[config.mk]
export PLATFORM = sky130hd
export DESIGN_NAME = comment_to_space_stripper
export DESIGN_NICKNAME = d
export VERILOG_FILES = /design/src/rtl/core/ccs_pkg.sv /design/src/rtl/core/ccs_front.sv /design/src/rtl/core/ccs_fifo.sv /design/src/rtl/core/ccs_back.sv /design/src/rtl/core/comment_to_space_stripper.sv
export SDC_FILE = /design/constraint.sdc
export NUM_CORES = 1
export LEC_CHECK = 0
export ABC_CLOCK_PERIOD_IN_PS = 2900
export BUFFER_PORTS_ARGS = -buffer_cell sky130_fd_sc_hd__buf_2
export CAP_MARGIN = 25
export CORE_ASPECT_RATIO = 1.25
export CORE_MARGIN = 2
export CORE_UTILIZATION = 45
export CTS_CLUSTER_SIZE = 40
export DETAILED_ROUTE_END_ITERATION = 12
export SYNTH_ARGS = -nofsm -noshare
export SYNTH_HDL_FRONTEND = slang
export SYNTH_SLANG_ARGS = --single-unit
[constraint.sdc]
create_clock -name clk -period 2.9 [get_ports clk]
set_input_delay 0.58 -clock clk [delete_from_list [all_inputs] [get_ports clk]]
set_output_delay 0.58 -clock clk [all_outputs]
set_load 0.05 [all_outputs]
[src/rtl/core/ccs_pkg.sv]
// ---------------------------------------------------------------------------
// ccs_pkg: shared types and constants for the comment stripper
// Byte codes, scanner state encoding and the action record that passes
// from the scanner to the output sequencer.
// ---------------------------------------------------------------------------
package ccs_pkg;

    localparam logic [7:0] CH_SLASH = 8'h2F;
    localparam logic [7:0] CH_STAR  = 8'h2A;
    localparam logic [7:0] CH_NL    = 8'h0A;
    localparam logic [7:0] CH_SPACE = 8'h20;

    // Scanner states
    typedef enum logic [2:0] {
        ST_PLAIN = 3'd0,
        ST_SLASH = 3'd1,
        ST_BLOCK = 3'd2,
        ST_BSTAR = 3'd3,
        ST_LINE  = 3'd4
    } scan_state_t;

    // One queued action: one or two output words for a single input word
    typedef struct packed {
        logic [7:0] ch0;     // first output byte (0 when empty)
        logic [7:0] ch1;     // second output byte
        logic       two;     // two words to send
        logic       empty;   // single word without a byte (end marker only)
        logic       fin;     // last action of the text
        logic       unterm;  // text ended inside a block comment
    } ccs_rec_t;

    // Queue handshake between scanner and sequencer
    typedef struct packed {
        logic full;
        logic empty;
    } ccs_q_stat_t;

endpackage

[src/rtl/core/ccs_front.sv]
// ---------------------------------------------------------------------------
// ccs_front: comment scanner
// Tracks the lexical state per input word and turns each word into an
// action record for the queue; words that produce nothing are not queued.
// ---------------------------------------------------------------------------
module ccs_front
(
    input  logic                 clk,
    input  logic                 rst_n,
    input  logic                 in_valid,
    output logic                 in_ready,
    input  logic [7:0]           in_char,
    input  logic                 is_final,
    input  ccs_pkg::ccs_q_stat_t q_stat,
    output logic                 push,
    output ccs_pkg::ccs_rec_t    push_rec
);
    import ccs_pkg::*;

    scan_state_t state_reg;
    scan_state_t state_next;
    scan_state_t nx;
    logic        accept;
    logic [1:0]  n_emit;
    logic [7:0]  e0;
    logic [7:0]  e1;
    logic        unterm;

    assign in_ready = !q_stat.full;
    assign accept   = in_valid && in_ready;

    // Next scanner state for this byte
    always_comb
    begin
        unique case (state_reg)
            ST_SLASH:
            begin
                if (in_char == CH_STAR)
                    nx = ST_BLOCK;
                else if (in_char == CH_SLASH)
                    nx = ST_LINE;
                else
                    nx = ST_PLAIN;
            end
            ST_BLOCK:
                nx = (in_char == CH_STAR) ? ST_BSTAR : ST_BLOCK;
            ST_BSTAR:
            begin
                if (in_char == CH_SLASH)
                    nx = ST_PLAIN;
                else if (in_char == CH_STAR)
                    nx = ST_BSTAR;
                else
                    nx = ST_BLOCK;
            end
            ST_LINE:
                nx = (in_char == CH_NL) ? ST_PLAIN : ST_LINE;
            default:
                nx = (in_char == CH_SLASH) ? ST_SLASH : ST_PLAIN;
        endcase
        state_next = state_reg;
        if (accept)
            state_next = is_final ? ST_PLAIN : nx;
    end

    // Bytes emitted for this input word
    always_comb
    begin
        n_emit = 2'd0;
        e0     = 8'h00;
        e1     = 8'h00;
        unique case (state_reg)
            ST_SLASH:
            begin
                if (in_char == CH_STAR || in_char == CH_SLASH)
                begin
                    n_emit = 2'd1;
                    e0     = CH_SPACE;
                end
                else
                begin
                    n_emit = 2'd2;
                    e0     = CH_SLASH;
                    e1     = in_char;
                end
            end
            ST_BLOCK, ST_BSTAR:
                n_emit = 2'd0;
            ST_LINE:
            begin
                if (in_char == CH_NL)
                begin
                    n_emit = 2'd1;
                    e0     = CH_NL;
                end
            end
            default:
            begin
                if (in_char != CH_SLASH)
                begin
                    n_emit = 2'd1;
                    e0     = in_char;
                end
            end
        endcase

        // Flush a held slash at the end of text
        if (is_final && nx == ST_SLASH)
        begin
            n_emit = 2'd1;
            e0     = CH_SLASH;
        end

        unterm = is_final && (nx == ST_BLOCK || nx == ST_BSTAR);

        push_rec.ch0    = e0;
        push_rec.ch1    = e1;
        push_rec.two    = (n_emit == 2'd2);
        push_rec.empty  = (n_emit == 2'd0);
        push_rec.fin    = is_final;
        push_rec.unterm = unterm;
        // Queue only words that yield a result
        push = accept && (n_emit != 2'd0 || is_final);
    end

    // Hold scanner state
    always_ff @(posedge clk or negedge rst_n)
    begin
        if (!rst_n)
            state_reg <= ST_PLAIN;
        else
            state_reg <= state_next;
    end

endmodule

[src/rtl/core/ccs_fifo.sv]
// ---------------------------------------------------------------------------
// ccs_fifo: action queue
// Small register queue that decouples the scanner from the output sequencer.
// ---------------------------------------------------------------------------
module ccs_fifo
#(
    parameter int DEPTH = 4
)
(
    input  logic                 clk,
    input  logic                 rst_n,
    input  logic                 push,
    input  ccs_pkg::ccs_rec_t    push_rec,
    input  logic                 pop,
    output ccs_pkg::ccs_rec_t    head_rec,
    output ccs_pkg::ccs_q_stat_t stat
);
    import ccs_pkg::*;

    localparam int PTR_W = (DEPTH > 1) ? $clog2(DEPTH) : 1;
    localparam int CNT_W = $clog2(DEPTH + 1);

    ccs_rec_t         mem_reg [DEPTH];
    logic [PTR_W-1:0] wr_ptr_reg;
    logic [PTR_W-1:0] wr_ptr_next;
    logic [PTR_W-1:0] rd_ptr_reg;
    logic [PTR_W-1:0] rd_ptr_next;
    logic [CNT_W-1:0] count_reg;
    logic [CNT_W-1:0] count_next;
    logic             do_push;
    logic             do_pop;

    assign stat.full  = (count_reg == CNT_W'(DEPTH));
    assign stat.empty = (count_reg == '0);
    assign do_push    = push && !stat.full;
    assign do_pop     = pop && !stat.empty;
    assign head_rec   = mem_reg[rd_ptr_reg];

    // Advance pointers and occupancy
    always_comb
    begin
        wr_ptr_next = wr_ptr_reg;
        rd_ptr_next = rd_ptr_reg;
        count_next  = count_reg;
        if (do_push)
            wr_ptr_next = (wr_ptr_reg == PTR_W'(DEPTH - 1)) ? '0 : wr_ptr_reg + 1'b1;
        if (do_pop)
            rd_ptr_next = (rd_ptr_reg == PTR_W'(DEPTH - 1)) ? '0 : rd_ptr_reg + 1'b1;
        if (do_push && !do_pop)
            count_next = count_reg + 1'b1;
        else if (do_pop && !do_push)
            count_next = count_reg - 1'b1;
    end

    always_ff @(posedge clk or negedge rst_n)
    begin
        if (!rst_n)
        begin
            wr_ptr_reg <= '0;
            rd_ptr_reg <= '0;
            count_reg  <= '0;
        end
        else
        begin
            wr_ptr_reg <= wr_ptr_next;
            rd_ptr_reg <= rd_ptr_next;
            count_reg  <= count_next;
        end
    end

    // Store entries
    always_ff @(posedge clk)
    begin
        if (do_push)
            mem_reg[wr_ptr_reg] <= push_rec;
    end

endmodule

[src/rtl/core/ccs_back.sv]
// ---------------------------------------------------------------------------
// ccs_back: output sequencer
// Takes action records from the queue into an output register and sends
// one or two words per record on the result stream.
// ---------------------------------------------------------------------------
module ccs_back
(
    input  logic                 clk,
    input  logic                 rst_n,
    input  ccs_pkg::ccs_rec_t    head_rec,
    input  ccs_pkg::ccs_q_stat_t q_stat,
    output logic                 pop,
    output logic                 out_valid,
    input  logic                 out_ready,
    output logic [7:0]           out_char,
    output logic                 char_valid,
    output logic                 run_last,
    output logic                 text_end,
    output logic                 unterminated
);
    import ccs_pkg::*;

    ccs_rec_t rec_reg;
    logic     busy_reg;
    logic     busy_next;
    logic     phase_reg;
    logic     phase_next;
    logic     take;
    logic     last_word;

    assign take      = out_valid && out_ready;
    assign last_word = !rec_reg.two || phase_reg;
    assign pop       = (!busy_reg || (take && last_word)) && !q_stat.empty;

    // Advance through the words of the current record
    always_comb
    begin
        busy_next  = busy_reg;
        phase_next = phase_reg;
        if (pop)
        begin
            busy_next  = 1'b1;
            phase_next = 1'b0;
        end
        else if (take && last_word)
            busy_next = 1'b0;
        else if (take)
            phase_next = 1'b1;
    end

    always_ff @(posedge clk or negedge rst_n)
    begin
        if (!rst_n)
        begin
            busy_reg  <= 1'b0;
            phase_reg <= 1'b0;
        end
        else
        begin
            busy_reg  <= busy_next;
            phase_reg <= phase_next;
        end
    end

    // Load the next record
    always_ff @(posedge clk)
    begin
        if (pop)
            rec_reg <= head_rec;
    end

    // Drive the current word
    assign out_valid    = busy_reg;
    assign out_char     = phase_reg ? rec_reg.ch1 : rec_reg.ch0;
    assign char_valid   = !rec_reg.empty;
    assign run_last     = last_word;
    assign text_end     = last_word && rec_reg.fin;
    assign unterminated = last_word && rec_reg.unterm;

endmodule

[src/rtl/core/comment_to_space_stripper.sv]
// ---------------------------------------------------------------------------
// comment_to_space_stripper: replace C/C++ comments with one space
// Streams source bytes in, streams bytes out with every comment collapsed
// to a single space and an end-of-text word carrying the unterminated flag.
// ---------------------------------------------------------------------------
// An input word is accepted in every cycle while the action queue has room;
// the scanner decides each byte combinationally. The output side sends one
// word per cycle while the receiver is ready, so an input byte that yields
// two output bytes (a held slash followed by an ordinary byte) occupies the
// output port for two words, and an input byte inside a comment yields no
// output word unless it ends the text. A result passes through the queue,
// written when its input word is accepted, and then the output register,
// which loads from the queue head once the sequencer is free. Pending
// work is bounded by FIFO_DEPTH plus the output register.
module comment_to_space_stripper
#(
    parameter int FIFO_DEPTH = 4
)
(
    input  logic       clk,
    input  logic       rst_n,
    input  logic       s_tvalid,
    output logic       s_tready,
    input  logic [7:0] s_tdata,   // [7:0] in_char
    input  logic       s_tlast,   // is_final
    output logic       m_tvalid,
    input  logic       m_tready,
    output logic [7:0] m_tdata,   // [7:0] out_char
    output logic       m_tlast,   // run_last
    output logic [2:0] m_tuser    // [0] char_valid, [1] text_end, [2] unterminated
);
    import ccs_pkg::*;

    ccs_q_stat_t q_stat;
    ccs_rec_t    push_rec;
    ccs_rec_t    head_rec;
    logic        push;
    logic        pop;

    ccs_front u_front
    (
        .clk      (clk),
        .rst_n    (rst_n),
        .in_valid (s_tvalid),
        .in_ready (s_tready),
        .in_char  (s_tdata),
        .is_final (s_tlast),
        .q_stat   (q_stat),
        .push     (push),
        .push_rec (push_rec)
    );

    ccs_fifo #(.DEPTH(FIFO_DEPTH)) u_fifo
    (
        .clk      (clk),
        .rst_n    (rst_n),
        .push     (push),
        .push_rec (push_rec),
        .pop      (pop),
        .head_rec (head_rec),
        .stat     (q_stat)
    );

    ccs_back u_back
    (
        .clk          (clk),
        .rst_n        (rst_n),
        .head_rec     (head_rec),
        .q_stat       (q_stat),
        .pop          (pop),
        .out_valid    (m_tvalid),
        .out_ready    (m_tready),
        .out_char     (m_tdata),
        .char_valid   (m_tuser[0]),
        .run_last     (m_tlast),
        .text_end     (m_tuser[1]),
        .unterminated (m_tuser[2])
    );

endmodule

## After elaboration in Yosys (flattened, before gate mapping)

Memory sizes are Yosys's and may differ from the RTL's. A register that Yosys moved wholly into a read port is not among the register bits.
Index checks and enable logic that the tools add are counted.

- Bits in registers: 12
- Memory bits (writable): 80
- Output and inout bits: 14
- Logic and storage cells: 92
- Memories: 1

Memories:

| memory | words | width | rd ports | clocked after Yosys merged registers in | wr ports | line | source |
|---|---|---|---|---|---|---|---|
| u_fifo.mem_reg | 4 | 20 | 1 | 1 | 1 | ccs_fifo.sv:23 | `ccs_rec_t mem_reg [DEPTH];` |

- Add/sub/neg operators: 4
- Eq/ne operators: 16
- Mux-type cells: 32
- Reductions and logical operators: 33

Operators with widths:

| kind | count |
|---|---|
| 8-bit two-way mux | 5 |
| 8-bit one-hot mux with 3 select lines | 1 |
| 3-bit two-way mux | 7 |
| 8-bit by 6-bit == test with 1-bit output (second input constant) | 2 |
| 1-bit logical AND | 13 |
| 3-bit by 2-bit == test with 1-bit output (second input constant) | 4 |
| 3-bit one-hot mux with 4 select lines | 1 |
| 1-bit two-way mux | 11 |
| 8-bit by 4-bit == test with 1-bit output (second input constant) | 1 |
| 2-bit two-way mux | 4 |
| 4-bit two-way mux | 2 |
| 8-bit by 6-bit != test with 1-bit output (second input constant) | 1 |
| 2-bit nonzero test | 4 |
| 1-bit zero test | 7 |
| 2-bit == test (second input constant) | 3 |
| 3-bit by 1-bit == test with 1-bit output (second input constant) | 2 |
| 3-bit == test (second input constant) | 2 |
| 2-bit one-hot mux with 3 select lines | 1 |
| 1-bit logical OR | 5 |
| 2-bit by 1-bit adder with 2-bit output (second input constant) | 2 |
| 3-bit by 1-bit adder with 3-bit output (second input constant) | 1 |
| 3-bit zero test | 1 |
| 3-bit by 1-bit subtractor with 3-bit output (second input constant) | 1 |
| 2-bit zero test | 1 |
| 3 further kinds | 3 |

## Logic depth before layout (Yosys ltp)

- Word-level depth: 15
- Gate-level depth with buffers: 11

## Hierarchy

A second synthesis with hierarchy kept.

- Cell total of the unflattened synthesis: 255
- Area, all modules: 4,698.3 um^2

Modules (own cells, without submodules):

| module | times used | cells an instance | area each (um^2) |
|---|---|---|---|
| ccs_fifo | 1 | 141 | 3,340.7 |
| ccs_back | 1 | 42 | 825.8 |
| ccs_front | 1 | 72 | 531.8 |

## Least setup slack after synthesis

OpenSTA, ideal clock, no wires.

- Kind: reg2reg
- Start: register u_back.phase_reg
- End: register u_fifo.count_reg[1]
- Arrival: 3.430 ns
- Data required time: 2.775 ns
- Setup slack: -0.655 ns
- Stages on the path, launching flop included: 10
- Clock period less this slack: 3.555 ns
- Cell sequence: dfrtp_1 > buf_2 > nand2b_1 > nand2_1 > a21oi_1 > inv_1 > ha_1 > inv_1 > fa_1 > mux2_2

- Cells in the longest elaborated chain, start to end: 8

RTL lines:

| element | line | source |
|---|---|---|
| from (decl) | ccs_back.sv:26 | `logic phase_reg;` |
| from (signal assigned) | ccs_back.sv:61 | `phase_reg <= phase_next;` |
| 1-bit logical OR | ccs_back.sv:32 | `assign last_word = !rec_reg.two \|\| phase_reg;` |
| named net m_tlast | comment_to_space_stripper.sv:29 | `output logic m_tlast,` |
| 1-bit logical AND | ccs_back.sv:33 | `assign pop = (!busy_reg \|\| (take && last_word)) && !q_stat.empty;` |
| 1-bit logical OR | ccs_back.sv:33 |  |
| 1-bit logical AND | ccs_back.sv:33 |  |
| named net pop | comment_to_space_stripper.sv:38 | `logic pop;` |
| 1-bit logical AND | ccs_fifo.sv:36 | `assign do_pop = pop && !stat.empty;` |
| 1-bit zero test | ccs_fifo.sv:49 | `if (do_push && !do_pop)` |
| 1-bit logical AND | ccs_fifo.sv:49 |  |
| 3-bit two-way mux | ccs_fifo.sv:49 |  |
| named net u_fifo.count_next[1] | ccs_fifo.sv:29 | `logic [CNT_W-1:0] count_next;` |
| to (signal assigned) | ccs_fifo.sv:67 | `count_reg <= count_next;` |
| to (decl) | ccs_fifo.sv:28 | `logic [CNT_W-1:0] count_reg;` |

The timed path passes the listed nets, and every way through them passes these cells.
A chain may end at the register's enable or synchronous reset.

## Worst setup path after layout

- Start: register u_front.state_reg[0]
- End: register u_fifo.count_reg[2]

- Cells in the longest elaborated chain, start to end: 12

RTL lines:

| element | line | source |
|---|---|---|
| from (decl) | ccs_front.sv:20 | `scan_state_t state_reg;` |
| from (signal assigned) | ccs_front.sv:132 | `state_reg <= state_next;` |
| 3-bit == test, or another cell as far along | ccs_front.sv:35, ccs_front.sv:72 |  |
| 3-bit one-hot mux with 4 select lines | ccs_front.sv:35 | `unique case (state_reg)` |
| 3-bit by 1-bit == test with 1-bit output | ccs_front.sv:108 | `if (is_final && nx == ST_SLASH)` |
| 1-bit logical AND | ccs_front.sv:108 |  |
| 2-bit two-way mux (*) | ccs_front.sv:108 |  |
| 2-bit nonzero test (*) | ccs_front.sv:123 | `push = accept && (n_emit != 2'd0 \|\| is_final);` |
| 1-bit logical OR (*) | ccs_front.sv:123 |  |
| 1-bit logical AND (*) | ccs_front.sv:123 |  |
| 1-bit logical AND (*) | ccs_fifo.sv:35 | `assign do_push = push && !stat.full;` |
| named net u_fifo.do_push | ccs_fifo.sv:30 | `logic do_push;` |
| 1-bit zero test | ccs_fifo.sv:51 | `else if (do_pop && !do_push)` |
| 1-bit logical AND | ccs_fifo.sv:51 |  |
| 2-bit nonzero test (no source line) | -- |  |

Mark *: on every way through the listed nets, which the timed path passes. The rest lies on a longest branch.

==> metrics.cfg <==
[yosys]
yosys.area_share.simple_pct=7.65
seq_area_frac_synth_pct=71.4
ys_ff_latch=112
postSynthAreaPerCell_um2=18.4
synth_top_family_by_area=multiplexers
synth_compound_area_share_pct=3.41
synth_nets=271
async_reset_ff_share_pct=10.7
syn_inst=251
ys.flop_type=edfxtp_1
syn_area_um2=4630
yosysWarningCount=0
synthAdderAreaFrac_pct=2.05
synth_xor_area_share_pct=0.757
synth_edf_count=100
ys_types=42
synthMuxAreaShare_pct=13.1

[grt]
grt_start_max_net_pins=24
met1_usage_pct=20.7
grt_use_total_pct=15.8
top_usage_layer=met2
grt_pass1_wl_um=12700
gr-usage-met3_pct=2.18
use_met2_pct=26.1
antenna_found_initial=0
grt_pass1_vias=2289
grt_overflow=0

[routing]
dr.pass1.iters=4
wl_um=8110
ant_nets=0
drtIter0Drc=133
vias=2285
avgViaCountPerCell=5.38
post_drt_wl_per_cell_um=19.1
drc_errors=0

[worst_setup_path]
r2r_end=u_fifo.count_reg[2]$_DFFE_PN0P_
critPathLaunchType=register
required_ns=3.17
crit_path_end=u_fifo.count_reg[2]$_DFFE_PN0P_
critPathKind=register to register
crit_start=u_front.state_reg[0]$_DFFE_PN0P_
r2r_start=u_front.state_reg[0]$_DFFE_PN0P_
path_max_fanout=7
rrSetupSlack_ns=0.44
r2r_cells=10
crit_arrival_ns=2.73
endpoint_kind=register

[sta]
fin_setup_tns_ns=0
fmaxAchievable_mhz=406
finalHoldViolations=0
rsz0062_at_grt=no
relSlewSlack_pct=59.9
post-route-period-util_pct=84.9
worst_pin_slew_ns=0.597
skew_ns=0.00756
layout_min_cycle_time_ns=2.46
setup_viol=0
timing_max_transition_violations_final=0

[outcome]
status=finished, final reports clean

[pwr]
p_per_area_nw_per_um2=1000
ir_drop_mv=0.490
p_total_w=0.00533
p_leak_nw=1.91
pwr-share-clk_pct=21.2
seqPwrFrac_pct=45.5
switchingPower_w=0.00175
p_sw_share_pct=32.9
p_int_w=0.00357
combinationalPowerShare_pct=33.3

[clock_network]
hold_buffers=0
cts_root_buf=clkbuf_16
clockBufferDepth=2
clkSinkCount=112
cts_tree=built
htreeDepth=3
worstSkewPairLatency_ns=0.34
cts-resized-gates=0
clkTransAtPathRegs_ns=0.07
cts_made_buffers=9
postCtsSetupRepairBufs=0

[placed_design]
dp_cells=409
port_buffers=26
place.gp.congestion=0.783
hpwl_um=5380

[floorplanning]
coreArea_um2=10100
ios=27
initial_core_util_pct=46.0
die_w_um=94.7
row_count=41
die_y_um=117
dieArea_um2=11100

[final_layout]
drive_above_1_share_pct=31.1
largest_reg_flops=80
final_cells=425
most-common-layout-cells=edfxtp_1, buf_2, mux4_2
syn2layout_area_growth_pct=14.5
fin_util_pct=52.7
layout_commonest_cell=edfxtp_1
layout.nets=311
diodes=0

[flow_run]
maxCapViolCount=0

[hold_path]
hp-class=input pin to async pin

-- per-layer routing --
layer | up-vias | part of all wire (%) | wire, um
met5 | - | 0 | 0
met4 | 0 | 1.7 | 140
met3 | 10 | 2.0 | 160
met2 | 32 | 53 | 4310
met1 | 1180 | 43 | 3490
li1 | 1063 | - | -
-- area by class of cell --
type | count | area [um^2]
Inverter | 6 | 22.5
Clock buffer | 10 | 229
Timing Repair Buffer | 40 | 285
Sequential cell | 112 | 3300
Clock inverter | 6 | 41.3
Multi-Input combinational cell | 122 | 1260
Fill cell | 865 | 4750
Tap cell | 129 | 161
-- how the worst min path moves through the flow --
stage           from                               end  slack [ns]
2_1_floorplan  rst_n      u_back.out_valid$_DFFE_PN0P_        0.28
3_3_place_gp   rst_n  u_fifo.wr_ptr_reg[0]$_DFFE_PN0P_        0.49
3_5_place_dp   rst_n  u_fifo.wr_ptr_reg[0]$_DFFE_PN0P_        0.49
4_1_cts        rst_n  u_fifo.wr_ptr_reg[0]$_DFFE_PN0P_        0.12
5_1_grt        rst_n  u_fifo.wr_ptr_reg[1]$_DFFE_PN0P_        0.13
6_report       rst_n  u_fifo.wr_ptr_reg[0]$_DFFE_PN0P_        0.12
-- cell usage after synthesis (4+ instances only) --
master | n | share of area (%)
inv_1 | 6 | 0.49
ha_1 | 6 | 1.6
edfxtp_1 | 100 | 65
and2_1 | 10 | 1.4
a21oi_1 | 5 | 0.54
and3_1 | 6 | 0.81
nor2_1 | 9 | 0.73
buf_2 | 4 | 0.43
mux2_2 | 11 | 2.7
dfrtp_1 | 12 | 6.5
clkbuf_1 | 4 | 0.32
mux4_2 | 20 | 9.7
nand2_1 | 13 | 1.1
-- power groups by stage --
stage,Combinational [W],Sequential [W],Clock (W)
6_report,0.00177,0.00242,0.00113
5_1_grt,0.00192,0.00246,0.00121
4_1_cts,0.00182,0.00243,0.00116
3_5_place_dp,0.00182,0.00247,0
3_3_place_gp,0.00181,0.00245,0
2_1_floorplan,0.00138,0.00241,0
-- worst max-delay path: stages, from the launching register on --
cell and delay (ns):
dfrtp_1 0.47, nor3b_4 0.27, nand3_1 0.14, a21o_1 0.25, a31oi_4 0.20, ha_1 0.20, inv_1 0.06, fa_1 0.37
xor2_1 0.17, nor2_1 0.11, xor2_1 0.16
-- stage by stage --
stage | cell area (um^2) | hold WS [ns] | worst slack (ns)
6_report | 5300 | 0.118 | 0.438
2_1_floorplan | 4640 | 0.284 | 0.0522
5_1_grt | 5300 | 0.131 | 0.279
3_3_place_gp | 5030 | 0.487 | 0.194
3_5_place_dp | 5030 | 0.489 | 0.111
4_1_cts | 5300 | 0.120 | 0.411
-- cells by family (layout without fill, tap and decap cells) --
| group | count (synthesis) | after routing |
|---|---|---|
| adders and majority gates | 7 | 7 |
| buffers and inverters | 17 | 62 |
| muxes | 33 | 33 |
| xor gates and xnor gates | 4 | 4 |
| AOI/OAI and AO/OA | 21 | 21 |
| DFF | 112 | 112 |
| and+or+nand+nor | 57 | 57 |
Note: power is estimated with default switching activity, not from simulation.
